File: config.mk
export PLATFORM = sky130hd
export DESIGN_NAME = greedy_shift_reduce_recognizer_unit
export DESIGN_NICKNAME = d
export VERILOG_FILES = /design/src/rtl/gsr_pkg.sv /design/src/rtl/greedy_shift_reduce_recognizer_unit.sv /design/src/rtl/gsr_ram.sv
export SDC_FILE = /design/constraint.sdc
export NUM_CORES = 1
export LEC_CHECK = 0
export ABC_CLOCK_PERIOD_IN_PS = 6200
export BUFFER_PORTS_ARGS = -buffer_cell sky130_fd_sc_hd__buf_2
export CORE_ASPECT_RATIO = 1.5
export CORE_UTILIZATION = 56
export CTS_CLUSTER_DIAMETER = 120
export DETAILED_ROUTE_END_ITERATION = 6
export HOLD_SLACK_MARGIN = 0.15
export PLACE_DENSITY = 0.74
export SYNTH_ARGS = -nofsm -noshare
export SYNTH_HDL_FRONTEND = slang
export SYNTH_SLANG_ARGS = --single-unit
export TNS_END_PERCENT = 5
File: constraint.sdc
create_clock -name clk -period 6.2 [get_ports clk]
set_input_delay 1.24 -clock clk [delete_from_list [all_inputs] [get_ports clk]]
set_output_delay 1.24 -clock clk [all_outputs]
set_load 0.005 [all_outputs]
File: src/rtl/gsr_pkg.sv
`timescale 1ns / 1ps
// ----------------------------------------------------------------------------
// gsr_pkg: shared constants and types for the shift-reduce recognizer
// Sizes of the symbol stack and production table, beat field widths,
// mode codes and the sequencer state type.
// ----------------------------------------------------------------------------
package gsr_pkg;

  // Sizing
  localparam int STACK_DEPTH       = 32;
  localparam int MAX_PRODUCTIONS   = 16;
  localparam int MAX_RIGHT_SYMBOLS = 6;

  // Fixed field widths
  localparam int SYM_W    = 8;
  localparam int RIGHT_W  = 48;
  localparam int RLEN_W   = 3;
  localparam int IDX_W    = 4;
  localparam int MODE_W   = 2;
  localparam int PCFG_W   = 5;
  localparam int DEPTH_W  = 6;
  localparam int DONE_W   = 5;

  // Derived widths
  localparam int STACK_AW = $clog2(STACK_DEPTH);
  localparam int CNT_W    = $clog2(STACK_DEPTH + 1);
  localparam int PROD_AW  = (MAX_PRODUCTIONS > 1) ? $clog2(MAX_PRODUCTIONS) : 1;
  localparam int PCNT_W   = $clog2(MAX_PRODUCTIONS + 1);
  localparam int LEN_W    = $clog2(MAX_RIGHT_SYMBOLS + 1);
  localparam int TBL_R_W  = MAX_RIGHT_SYMBOLS * SYM_W;

  // Mode codes
  localparam logic [MODE_W-1:0] MODE_LOAD   = 2'd0;
  localparam logic [MODE_W-1:0] MODE_SHIFT  = 2'd1;
  localparam logic [MODE_W-1:0] MODE_FINISH = 2'd2;

  // Sequencer states
  typedef enum logic [2:0] {
    ST_IDLE,
    ST_PROD,
    ST_CMP,
    ST_TOP,
    ST_RES
  } gsr_state_t;

endpackage

File: src/rtl/greedy_shift_reduce_recognizer_unit.sv
`timescale 1ns / 1ps
// Sequence: a shift or finish beat steps through ST_PROD, then ST_CMP for each stack symbol
//   compared (at most 6 per production), over the active productions, then ST_TOP and
//   ST_RES; a load beat writes the table entry in ST_IDLE and gives no result.
// Throughput: one beat at a time; in_stall is high outside ST_IDLE, so after a shift or finish
//   a new beat waits until the result is handed on (longer on a stall), a load takes one the next cycle.
// Reset: synchronous, active low; empties the stack and clears the production count.
// ----------------------------------------------------------------------------
// greedy_shift_reduce_recognizer_unit: greedy shift-reduce recognizer
// Holds a loaded production table and a symbol stack in RAM. Each shift or
// finish beat runs one ordered reduce pass with a single byte comparator.
// Table entries hold garbage until loaded.
// ----------------------------------------------------------------------------
module greedy_shift_reduce_recognizer_unit
  import gsr_pkg::*;
(
  input  logic                clk,
  input  logic                rst_n,
  // configuration
  input  logic                cfg_wr_en,
  input  logic [PCFG_W-1:0]   cfg_wr_data,
  // input channel
  input  logic                in_valid,
  output logic                in_stall,
  input  logic [MODE_W-1:0]   in_mode,
  input  logic [IDX_W-1:0]    in_entry_index,
  input  logic [SYM_W-1:0]    in_left_symbol,
  input  logic [RLEN_W-1:0]   in_right_length,
  input  logic [RIGHT_W-1:0]  in_right_symbols,
  input  logic [SYM_W-1:0]    in_input_symbol,
  // result channel
  output logic                out_valid,
  input  logic                out_stall,
  output logic [DEPTH_W-1:0]  out_stack_depth,
  output logic [SYM_W-1:0]    out_top_symbol,
  output logic [DONE_W-1:0]   out_reductions_done,
  output logic                out_overflow,
  output logic                out_finished,
  output logic                out_accepted
);

  // Production table
  logic [SYM_W-1:0]   prod_left_r  [MAX_PRODUCTIONS];
  logic [LEN_W-1:0]   prod_len_r   [MAX_PRODUCTIONS];
  logic [TBL_R_W-1:0] prod_right_r [MAX_PRODUCTIONS];
  logic [PCFG_W-1:0]  prod_count_r;

  // Sequencer state
  gsr_state_t         state_r, state_nxt;
  logic [CNT_W-1:0]   count_r, count_nxt;
  logic [PCNT_W-1:0]  p_r, p_nxt;
  logic [LEN_W-1:0]   k_r, k_nxt;
  logic [CNT_W-1:0]   base_r, base_nxt;
  logic [DONE_W-1:0]  done_r, done_nxt;
  logic               ovf_r, ovf_nxt;
  logic               fin_r, fin_nxt;

  // Result register
  logic               out_valid_r;
  logic [DEPTH_W-1:0] out_depth_r;
  logic [SYM_W-1:0]   out_top_r;
  logic [DONE_W-1:0]  out_done_r;
  logic               out_ovf_r;
  logic               out_fin_r;
  logic               out_acc_r;

  // Stack RAM ports
  logic                ram_we;
  logic [STACK_AW-1:0] ram_waddr;
  logic [SYM_W-1:0]    ram_wdata;
  logic [STACK_AW-1:0] ram_raddr;
  logic [SYM_W-1:0]    ram_rdata;

  // Helpers
  logic                tbl_we;
  logic                load_out;
  logic [PROD_AW-1:0]  p_idx;
  logic [PROD_AW-1:0]  load_idx;
  logic [LEN_W-1:0]    cur_len;
  logic [TBL_R_W-1:0]  cur_right;
  logic [SYM_W-1:0]    want;
  logic [CNT_W-1:0]    cur_base;
  logic [CNT_W-1:0]    next_rd;
  logic [CNT_W-1:0]    count_m1;
  logic [PCNT_W-1:0]   limit;
  logic [LEN_W-1:0]    in_len_clamp;
  logic                idx_ok;

  gsr_ram #(
    .WIDTH (SYM_W),
    .DEPTH (STACK_DEPTH)
  ) u_stack (
    .clk   (clk),
    .we    (ram_we),
    .waddr (ram_waddr),
    .wdata (ram_wdata),
    .raddr (ram_raddr),
    .rdata (ram_rdata)
  );

  // Table entry under the pass pointer
  assign p_idx     = p_r[PROD_AW-1:0];
  assign cur_len   = prod_len_r[p_idx];
  assign cur_right = prod_right_r[p_idx];
  assign want      = cur_right[SYM_W*k_r +: SYM_W];
  assign cur_base  = count_r - CNT_W'(cur_len);
  assign next_rd   = base_r + CNT_W'(k_r) + CNT_W'(1);
  assign count_m1  = count_r - CNT_W'(1);

  // Active production count, capped at the table size
  assign limit = (32'(prod_count_r) > MAX_PRODUCTIONS) ? PCNT_W'(MAX_PRODUCTIONS)
                                                       : PCNT_W'(prod_count_r);

  // Load beat: clamp the right side length, drop out-of-table indexes
  always_comb begin
    if (in_right_length == '0) begin
      in_len_clamp = LEN_W'(1);
    end else if (32'(in_right_length) > MAX_RIGHT_SYMBOLS) begin
      in_len_clamp = LEN_W'(MAX_RIGHT_SYMBOLS);
    end else begin
      in_len_clamp = LEN_W'(in_right_length);
    end
  end
  assign idx_ok   = (32'(in_entry_index) < MAX_PRODUCTIONS);
  assign load_idx = PROD_AW'(in_entry_index);

  // Sequencer: next state and datapath controls
  always_comb begin
    state_nxt = state_r;
    count_nxt = count_r;
    p_nxt     = p_r;
    k_nxt     = k_r;
    base_nxt  = base_r;
    done_nxt  = done_r;
    ovf_nxt   = ovf_r;
    fin_nxt   = fin_r;
    ram_we    = 1'b0;
    ram_waddr = count_r[STACK_AW-1:0];
    ram_wdata = in_input_symbol;
    ram_raddr = count_m1[STACK_AW-1:0];
    tbl_we    = 1'b0;
    load_out  = 1'b0;

    case (state_r)
      ST_IDLE: begin
        if (in_valid) begin
          case (in_mode)
            MODE_LOAD: begin
              tbl_we = idx_ok;
            end
            MODE_SHIFT: begin
              p_nxt    = '0;
              done_nxt = '0;
              fin_nxt  = 1'b0;
              if (32'(count_r) < STACK_DEPTH) begin
                ram_we    = 1'b1;
                count_nxt = count_r + CNT_W'(1);
                ovf_nxt   = 1'b0;
              end else begin
                ovf_nxt = 1'b1;
              end
              state_nxt = ST_PROD;
            end
            MODE_FINISH: begin
              p_nxt     = '0;
              done_nxt  = '0;
              fin_nxt   = 1'b1;
              ovf_nxt   = 1'b0;
              state_nxt = ST_PROD;
            end
            default: begin
            end
          endcase
        end
      end

      // Pick the next production; start its compare at the deepest symbol
      ST_PROD: begin
        if (p_r >= limit) begin
          state_nxt = ST_TOP;
        end else if (count_r < CNT_W'(cur_len)) begin
          p_nxt = p_r + PCNT_W'(1);
        end else begin
          base_nxt  = cur_base;
          k_nxt     = '0;
          ram_raddr = cur_base[STACK_AW-1:0];
          state_nxt = ST_CMP;
        end
      end

      // One stack symbol against one right-side symbol per cycle
      ST_CMP: begin
        if (ram_rdata != want) begin
          p_nxt     = p_r + PCNT_W'(1);
          state_nxt = ST_PROD;
        end else if (LEN_W'(k_r + LEN_W'(1)) == cur_len) begin
          ram_we    = 1'b1;
          ram_waddr = base_r[STACK_AW-1:0];
          ram_wdata = prod_left_r[p_idx];
          count_nxt = base_r + CNT_W'(1);
          if (done_r != '1) begin
            done_nxt = done_r + DONE_W'(1);
          end
          p_nxt     = p_r + PCNT_W'(1);
          state_nxt = ST_PROD;
        end else begin
          k_nxt     = k_r + LEN_W'(1);
          ram_raddr = next_rd[STACK_AW-1:0];
        end
      end

      // Fetch the top symbol
      ST_TOP: begin
        state_nxt = ST_RES;
      end

      // Hand the result to the output register once it is free
      ST_RES: begin
        if (!out_valid_r || !out_stall) begin
          load_out  = 1'b1;
          state_nxt = ST_IDLE;
        end
      end

      default: begin
        state_nxt = ST_IDLE;
      end
    endcase
  end

  // Control registers
  always_ff @(posedge clk) begin
    if (!rst_n) begin
      state_r      <= ST_IDLE;
      count_r      <= '0;
      p_r          <= '0;
      done_r       <= '0;
      ovf_r        <= 1'b0;
      fin_r        <= 1'b0;
      prod_count_r <= '0;
      out_valid_r  <= 1'b0;
    end else begin
      state_r <= state_nxt;
      count_r <= count_nxt;
      p_r     <= p_nxt;
      done_r  <= done_nxt;
      ovf_r   <= ovf_nxt;
      fin_r   <= fin_nxt;
      if (cfg_wr_en) begin
        prod_count_r <= cfg_wr_data;
      end
      if (load_out) begin
        out_valid_r <= 1'b1;
      end else if (!out_stall) begin
        out_valid_r <= 1'b0;
      end
    end
  end

  // Payload registers: compare pointer, table, result fields
  always_ff @(posedge clk) begin
    k_r    <= k_nxt;
    base_r <= base_nxt;
    if (tbl_we) begin
      prod_left_r[load_idx]  <= in_left_symbol;
      prod_len_r[load_idx]   <= in_len_clamp;
      prod_right_r[load_idx] <= TBL_R_W'(in_right_symbols);
    end
    if (load_out) begin
      out_depth_r <= DEPTH_W'(count_r);
      out_top_r   <= (count_r == '0) ? '0 : ram_rdata;
      out_done_r  <= done_r;
      out_ovf_r   <= ovf_r;
      out_fin_r   <= fin_r;
      out_acc_r   <= fin_r && (count_r == CNT_W'(1)) && (ram_rdata == prod_left_r[0]);
    end
  end

  assign in_stall            = (state_r != ST_IDLE);
  assign out_valid           = out_valid_r;
  assign out_stack_depth     = out_depth_r;
  assign out_top_symbol      = out_top_r;
  assign out_reductions_done = out_done_r;
  assign out_overflow        = out_ovf_r;
  assign out_finished        = out_fin_r;
  assign out_accepted        = out_acc_r;

endmodule

File: src/rtl/gsr_ram.sv
`timescale 1ns / 1ps
// ----------------------------------------------------------------------------
// gsr_ram: generic single-write, single-read RAM
// One write port and one read port; read data is registered.
// ----------------------------------------------------------------------------
module gsr_ram #(
  parameter int WIDTH = 8,
  parameter int DEPTH = 32
) (
  input  logic                     clk,
  input  logic                     we,
  input  logic [$clog2(DEPTH)-1:0] waddr,
  input  logic [WIDTH-1:0]         wdata,
  input  logic [$clog2(DEPTH)-1:0] raddr,
  output logic [WIDTH-1:0]         rdata
);

  logic [WIDTH-1:0] mem [DEPTH];

  // Write port and registered read
  always_ff @(posedge clk) begin
    if (we) begin
      mem[waddr] <= wdata;
    end
    rdata <= mem[raddr];
  end

endmodule

==> results of run 1 <==
cell families after synthesis:
kind of cell | after synthesis | share of synthesized area (%)
AO/OA/AOI/OAI | 250 | 3.57
XOR/XNOR | 28 | 0.489
adder cells (fa/ha/maj) | 24 | 0.629
buffers and inverters | 171 | 1.60
flip-flops | 1270 | 75.3
multiplexers | 361 | 12.9
AND/OR/NAND/NOR | 583 | 5.46
state kept, by name, summed over array words and instances, names as in the netlist, 8 cells and up, named ones only:
name	flops
out_top_symbol	8
prod_left_r	128
prod_len_r	48
prod_right_r	768
u_stack.mem	256
u_stack.rdata	8
cell usage after synthesis, drive strengths merged, types with 10 or more instances:
| cell type | n |
|---|---|
| mux4 | 227 |
| a32oi | 25 |
| a21oi | 42 |
| o21ai | 36 |
| o221ai | 22 |
| nand2 | 218 |
| o22ai | 17 |
| and2 | 13 |
| mux2i | 115 |
| xnor2 | 18 |
| ha | 22 |
| nor2 | 129 |
| a21o | 11 |
| xor2 | 10 |
| edfxtp | 1231 |
| a22oi | 28 |
| inv | 34 |
| clkbuf | 52 |
| nor2b | 15 |
| dfxtp | 39 |
| nand3 | 76 |
| nor3 | 23 |
| mux2 | 19 |
| buf | 84 |
| nand4 | 42 |
per-layer routing:
metal	wire length, um	share of wire [%]
met5	49	0.039
met1	43500	34
met4	8250	6.5
met3	8840	7.0
met2	65600	52
area by class of cell:
class / count / area (um2)
diodes: 4 / 10.0
clock buffers: 138 / 2950
well taps: 1156 / 1450
fillers: 5955 / 32300
clock inverters: 72 / 772
inverters: 35 / 131
multi-input cells: 1246 / 11700
repair buffers: 240 / 1740
flip-flops and latches: 1270 / 37800
worst reg2reg max path: cells and delay by family (launching register included):
family | cells | cell delay (ps)
compound gates | 4 | 1230
buf+inv | 3 | 980
flops | 1 | 720
mux | 4 | 1280
simple gates | 5 | 1860
through the flow:
step	hold WS [ps]	worst slack, ps	util (%)	TNS, ps	area, um2
final	460	51.6	63.6	0	56500
after global routing	472	32.0	63.6	0	56500
after CTS	467	9.53	63.6	0	56500
after detailed placement	448	-149	59.4	-34050	52700
after global placement	433	-60.2	59.4	-3260	52700
after floorplan	406	-113	-	-18170	50100
power by group through the flow:
stage / Combinational [W] / Sequential, W / Clock, W
6_report: 0.00161 / 0.00959 / 0.00704
5_1_grt: 0.00171 / 0.00958 / 0.00740
4_1_cts: 0.00158 / 0.00959 / 0.00711
3_5_place_dp: 0.00157 / 0.00977 / 0
3_3_place_gp: 0.00153 / 0.00977 / 0
2_1_floorplan: 0.00105 / 0.00969 / 0
path summary, 6_finish.rpt:
kind	startpoint	endpoint	cells after the start	slack, ps
max reg2reg	flip-flop	u_stack.rdata[7]	16	50
max	flip-flop	u_stack.rdata[7]	16	50
min reg2reg	ovf_r	out_overflow	0	460
min	ovf_r	out_overflow	0	460
timing repair:
action / CTS / global route
setup endpoints to repair: 409 / 3
gates resized for setup: 2 / 0
buffers inserted: 0 / 2
==> results.json, run 1 <==
{
  "yosys_warnings": 0,
  "finalSetupViolCount": 0,
  "grt.total_usage_pct": 28.2,
  "rsz0062_at_grt": "false",
  "synth.avg_cell_area_um2": 18.7,
  "synthDistinctLibCells": 78,
  "wire_per_inst_um": 30.3,
  "drive_above_1_share_pct": 23.3,
  "syn_inst": 2687,
  "die_h_um": 368,
  "critPathBufInv": 3,
  "p_total_w": 0.0182,
  "met3_usage_pct": 4.32,
  "power_density_mw_per_mm2": 323,
  "synth_top_area_share_pct": 73.8,
  "stdcell_count": 4161,
  "crit_chain": "buf_4, mux4_2, mux2i_2, a221oi_1, a22oi_1, and3b_1, o22ai_1, or4b_1, nor2_2, mux2i_4, buf_12, buf_12, mux2i_1, a32oi_1, nand4_1, nand4b_1",
  "layout_common_cells": "edfxtp_1, mux4_2, nand2_1",
  "p_sw_w": 0.00418,
  "worstSetupStartpointType": "flip-flop",
  "use_met2_pct": 48.4,
  "wirelength_mm": 126,
  "initial_core_util_pct": 56.4,
  "fp.dieW_um": 246,
  "ios": 107,
  "hpwl_mm": 79.1,
  "clkSlewWorstSetupHoldPaths_ps": 70,
  "grt_busiest_layer": "met2",
  "routabilityCongestion": 0.960,
  "drtAntennaViolNets": 0,
  "synthArstFlopShare_pct": 0,
  "clockPowerShare_pct": 38.6,
  "antenna_found_initial": 9,
  "clkLatencyLatePin_ps": 730,
  "use_met1_pct": 33.4,
  "max-vdd-ir-drop_mv": 0.371,
  "maxSlewViolCount": 0,
  "timing.setup.critical_path_class": "reg -> reg",
  "grt_pass1_wl_mm": 183,
  "max_freq_mhz": 163,
  "grt_max_degree": 87,
  "worstPathMaxFanout": 48,
  "period_needed_ps": 6150,
  "clockBufferDepth": 3,
  "cp.required_ps": 6840,
  "io_buffer_count": 106,
  "first_pass_iters": 6,
  "route.vias.total": 26900,
  "rows": 134,
  "core_mm2": 0.0889,
  "yosysTopAreaCell": "edfxtp_1",
  "syn_to_final_growth_pct": 12.8,
  "grt_pass1_vias": 27400,
  "crit_path_frequent_cell": "buf_12",
  "cpMaxStageDelayCell": "or4b_1",
  "tightestPinTransition_ps": 1280,
  "dp_cells": 3945,
  "outcome": "finished, final reports clean",
  "share_seq_of_total_power_pct": 52.6,
  "drcViolationCount": 0,
  "finalCritPeriodShare_pct": 99.2,
  "synth_ff_type": "edfxtp_1",
  "cts_tree": "done",
  "cts_num_sinks": 1270,
  "synth_nets": 2794,
  "dr.first_iter.drc_count": 2954,
  "cell_internal_pwr_w": 0.0141,
  "final_nets": 3011,
  "hold_viol_final": 0,
  "hold_buffers": 0,
  "cts_max_level": 3,
  "sw_frac_of_total_pct": 22.9,
  "synth_edf_count": 1231,
  "cp_data_arrival_time_ps": 6790,
  "max_slew_margin_pct": 14.6,
  "synth.area.top_cells": "edfxtp_1, mux4_2, mux2i_1, nand2_1, dfxtp_1",
  "crit_path_end_kind": "flip-flop",
  "cts-buffers-inserted": 111,
  "gr-total-overflow": 0,
  "die_area_mm2": 0.0907,
  "layout_commonest_cell": "edfxtp_1",
  "synth_seq_cells": 1270,
  "netlist_area_mm2": 0.0501,
  "comb_power_share_pct": 8.8,
  "routed_via_density": 6.47,
  "p_leak_nw": 18.0,
  "slowest_delay_ps": 750,
  "ys_seq_area_share_pct": 75.3,
  "hold_class": "reg -> reg",
  "cp_top_family": "simple AND/OR/NAND/NOR gates",
  "cts_root_buf": "clkbuf_16",
  "cap_violations": 0,
  "skew_ps": 35.3
}
(Power assumes the default switching activity.)
==> run 2: changes to the inputs <==
--- a/config.mk
+++ b/config.mk
@@ -13,2 +13,3 @@
 export DETAILED_ROUTE_END_ITERATION = 6
+export GPL_TIMING_DRIVEN = 0
 export HOLD_SLACK_MARGIN = 0.15
@@ -17,2 +18,3 @@
 export SYNTH_HDL_FRONTEND = slang
+export SYNTH_HIERARCHICAL = 1
 export SYNTH_SLANG_ARGS = --single-unit
--- a/constraint.sdc
+++ b/constraint.sdc
@@ -3,2 +3,2 @@
 set_output_delay 1.24 -clock clk [all_outputs]
-set_load 0.005 [all_outputs]
+set_load 0.1 [all_outputs]
==> run 2 against run 1 <==
Compared with the run above: sequential share of layout area is 1.1 points lower; power is 1.2% higher; worst hold slack lost 17 ps; largest power group unchanged; combinational power up 24%; highest routed layer unchanged; critical path depth is 1 higher.
==> results.json, run 2 <==
{
  "utilization_pct": 64.6,
  "grt.total_usage_pct": 29.5,
  "clockBufferDepth": 3,
  "cts-buffers-inserted": 109,
  "stdcell_count": 3903,
  "synthDistinctLibCells": 82,
  "clkLatencyLatePin_ps": 720,
  "cap_violations": 0,
  "crit_path_end_kind": "flip-flop",
  "hold_viol_final": 0,
  "max_slew_margin_pct": 14.5,
  "timing.setup.critical_path_class": "reg -> reg",
  "die_area_mm2": 0.0908,
  "dp_cells": 3682,
  "antenna_found_initial": 13,
  "clkSlewWorstSetupHoldPaths_ps": 70,
  "cpMaxStageDelayCell": "mux4_2",
  "cts_num_sinks": 1270,
  "synthArstFlopShare_pct": 0,
  "ios": 107,
  "crit_path_frequent_cell": "mux4_2",
  "nFillCells": 5749,
  "largest_reg_flops": 768,
  "drive_above_1_share_pct": 30.7,
  "use_met1_pct": 34.4,
  "final_nets": 2751,
  "rrSetupSlack_ps": 40,
  "layout_setup_ws_ps": 36.0,
  "cp.required_ps": 6790,
  "yosys-top-cells-count": "edfxtp_1, mux4_2, nor2_1",
  "yosysMostFrequentCell": "edfxtp_1",
  "hpwl_mm": 90.7,
  "drcViolationCount": 0,
  "regMostFlops": "prod_right_r",
  "power_density_mw_per_mm2": 322,
  "routabilityCongestion": 0.910,
  "rows": 134,
  "p_leak_nw": 18.1,
  "synth.area.top_cells": "edfxtp_1, mux4_2, dfxtp_1, mux2i_1, nor2_1",
  "finalSetupViolCount": 0,
  "use_met2_pct": 51.3,
  "maxSlewViolCount": 0,
  "wirelength_mm": 131,
  "dr.first_iter.drc_count": 3165,
  "cp_data_arrival_time_ps": 6750,
  "skew_ps": 37.4,
  "first_pass_iters": 5,
  "initial_core_util_pct": 56.5,
  "worstPathMaxFanout": 10,
  "cts_max_level": 3,
  "gr-total-overflow": 0,
  "synth_nets": 2458,
  "synth_seq_cells": 1270,
  "max-vdd-ir-drop_mv": 0.350,
  "synth.avg_cell_area_um2": 21.3,
  "fin_area_mm2": 0.0574,
  "syn_inst": 2352,
  "io_buffer_count": 105,
  "synth_top_area_share_pct": 73.7,
  "crit_chain": "buf_4, buf_4, clkbuf_2, mux4_2, a22oi_1, nand3_1, a21o_1, o211ai_2, o2111a_2, nand4_2, mux2_2, o221ai_1, clkbuf_4, clkbuf_2, mux4_2, mux4_2, mux2_2",
  "die_h_um": 369,
  "core_mm2": 0.0889,
  "largest_registers": "prod_right_r: 768 flops, u_stack/mem: 256 flops, prod_left_r: 128 flops",
  "cts_root_buf": "clkbuf_16",
  "yosys_warnings": 6,
  "yosysTopAreaCell": "edfxtp_1",
  "grt_pass1_vias": 26600,
  "cts_tree": "done",
  "outcome": "finished, final reports clean",
  "grt_max_degree": 33,
  "slowest_delay_ps": 530,
  "seqCellArea_mm2": 0.0377,
  "grt_busiest_layer": "met2",
  "grt_pass1_wl_mm": 187,
  "ys_seq_area_share_pct": 75.2,
  "drtAntennaViolNets": 0,
  "syn_to_final_growth_pct": 14.4,
  "routed_via_density": 6.63,
  "wire_per_inst_um": 33.6,
  "layout_common_cells": "edfxtp_1, mux4_2, buf_2",
  "hold_class": "reg -> reg",
  "finalCritPeriodShare_pct": 99.4,
  "layout_commonest_cell": "edfxtp_1",
  "tightestPinTransition_ps": 1280,
  "worstSetupStartpointType": "flip-flop",
  "multiInputGateArea_mm2": 0.0118,
  "cp_top_family": "multiplexers",
  "route.vias.total": 25900,
  "synth_ff_type": "edfxtp_1",
  "fp.dieW_um": 246,
  "critPathBufInv": 5,
  "synth_edf_count": 1231,
  "postPlaceCellArea_mm2": 0.0535,
  "netlist_area_mm2": 0.0502,
  "met3_usage_pct": 5.26,
  "pre_cts_ws_ps": -1250,
  "period_needed_ps": 6160,
  "max_freq_mhz": 162
}
-- run 2: cell types whose count changed in the layout (fill, tap and decap cells not counted), sizes merged, moves of 28 or more --
cell / previous run / this run
nor2: 129 / 84
nand4: 42 / 7
mux4: 227 / 316
mux2i: 115 / 78
clkbuf: 138 / 166
nand2: 218 / 61
nand3: 76 / 27
-- run 2: per-stage QoR --
| stage | total power (W) | setup TNS (ps) | hold WS (ps) |
|---|---|---|---|
| floorplan | 0.0110 | -17660 | 406 |
| global placement | 0.0116 | -2812760 | 416 |
| detailed placement | 0.0117 | -66450 | 418 |
| CTS | 0.0185 | -3.35 | 434 |
| global route | 0.0189 | -20.8 | 450 |
| finish | 0.0185 | 0 | 444 |
-- run 2: layer usage --
layer  routed length, um  vias up  share of wire, %
met5                  56        -             0.043
met4                8140       10               6.2
met3               10700      368               8.2
met2               68800     1525                52
met1               43500    13500                33
li1                    -    10500                 -
-- run 2: path summary, 6_finish.rpt --
| kind | start | end | depth (start not counted) |
|---|---|---|---|
| max reg2reg | flip-flop | u_stack/rdata[7] | 17 |
| min reg2reg | ovf_r | out_overflow | 0 |
| max | flip-flop | u_stack/rdata[7] | 17 |
| min | ovf_r | out_overflow | 0 |
-- run 2: timing repair --
action,CTS,global route
gates resized for setup,62,15
pin swaps,1,1
hold buffers,0,0
setup buffers,1,6
endpoints found under the setup margin,264,8
-- run 2: power breakdown --
group	internal, W	total (W)	switching, W	leakage (nW)
combinational	0.000884	0.00199	0.00111	4.95
sequential	0.00948	0.00957	0.0000925	11.4
clock	0.00382	0.00691	0.00309	1.77
-- run 2: logic make-up after synthesis --
family,after synthesis,synth area share [%]
compound gates,184,2.72
xor+xnor,26,0.454
fa+ha+maj,23,0.603
buf+inv,150,1.69
flops,1270,75.2
mux,421,16.5
simple gates,278,2.83
-- run 2: layout make-up --
class                   count  area share, %
diodes                     10         0.0436
inverters                  35          0.233
clock buffers             124           4.90
plain buffers             115           1.51
clock inverters            79           1.38
multi-input cells         932           20.5
well taps                1156           2.52
repair buffers            182           3.18
flip-flops and latches   1270           65.7
-- run 2: worst register-to-register path: cells and delay by family (launching register included) --
family | cells | cell delay, ps
buf+inv | 5 | 1650
mux | 5 | 2000
flops | 1 | 380
compound gates | 5 | 1380
simple gates | 2 | 630
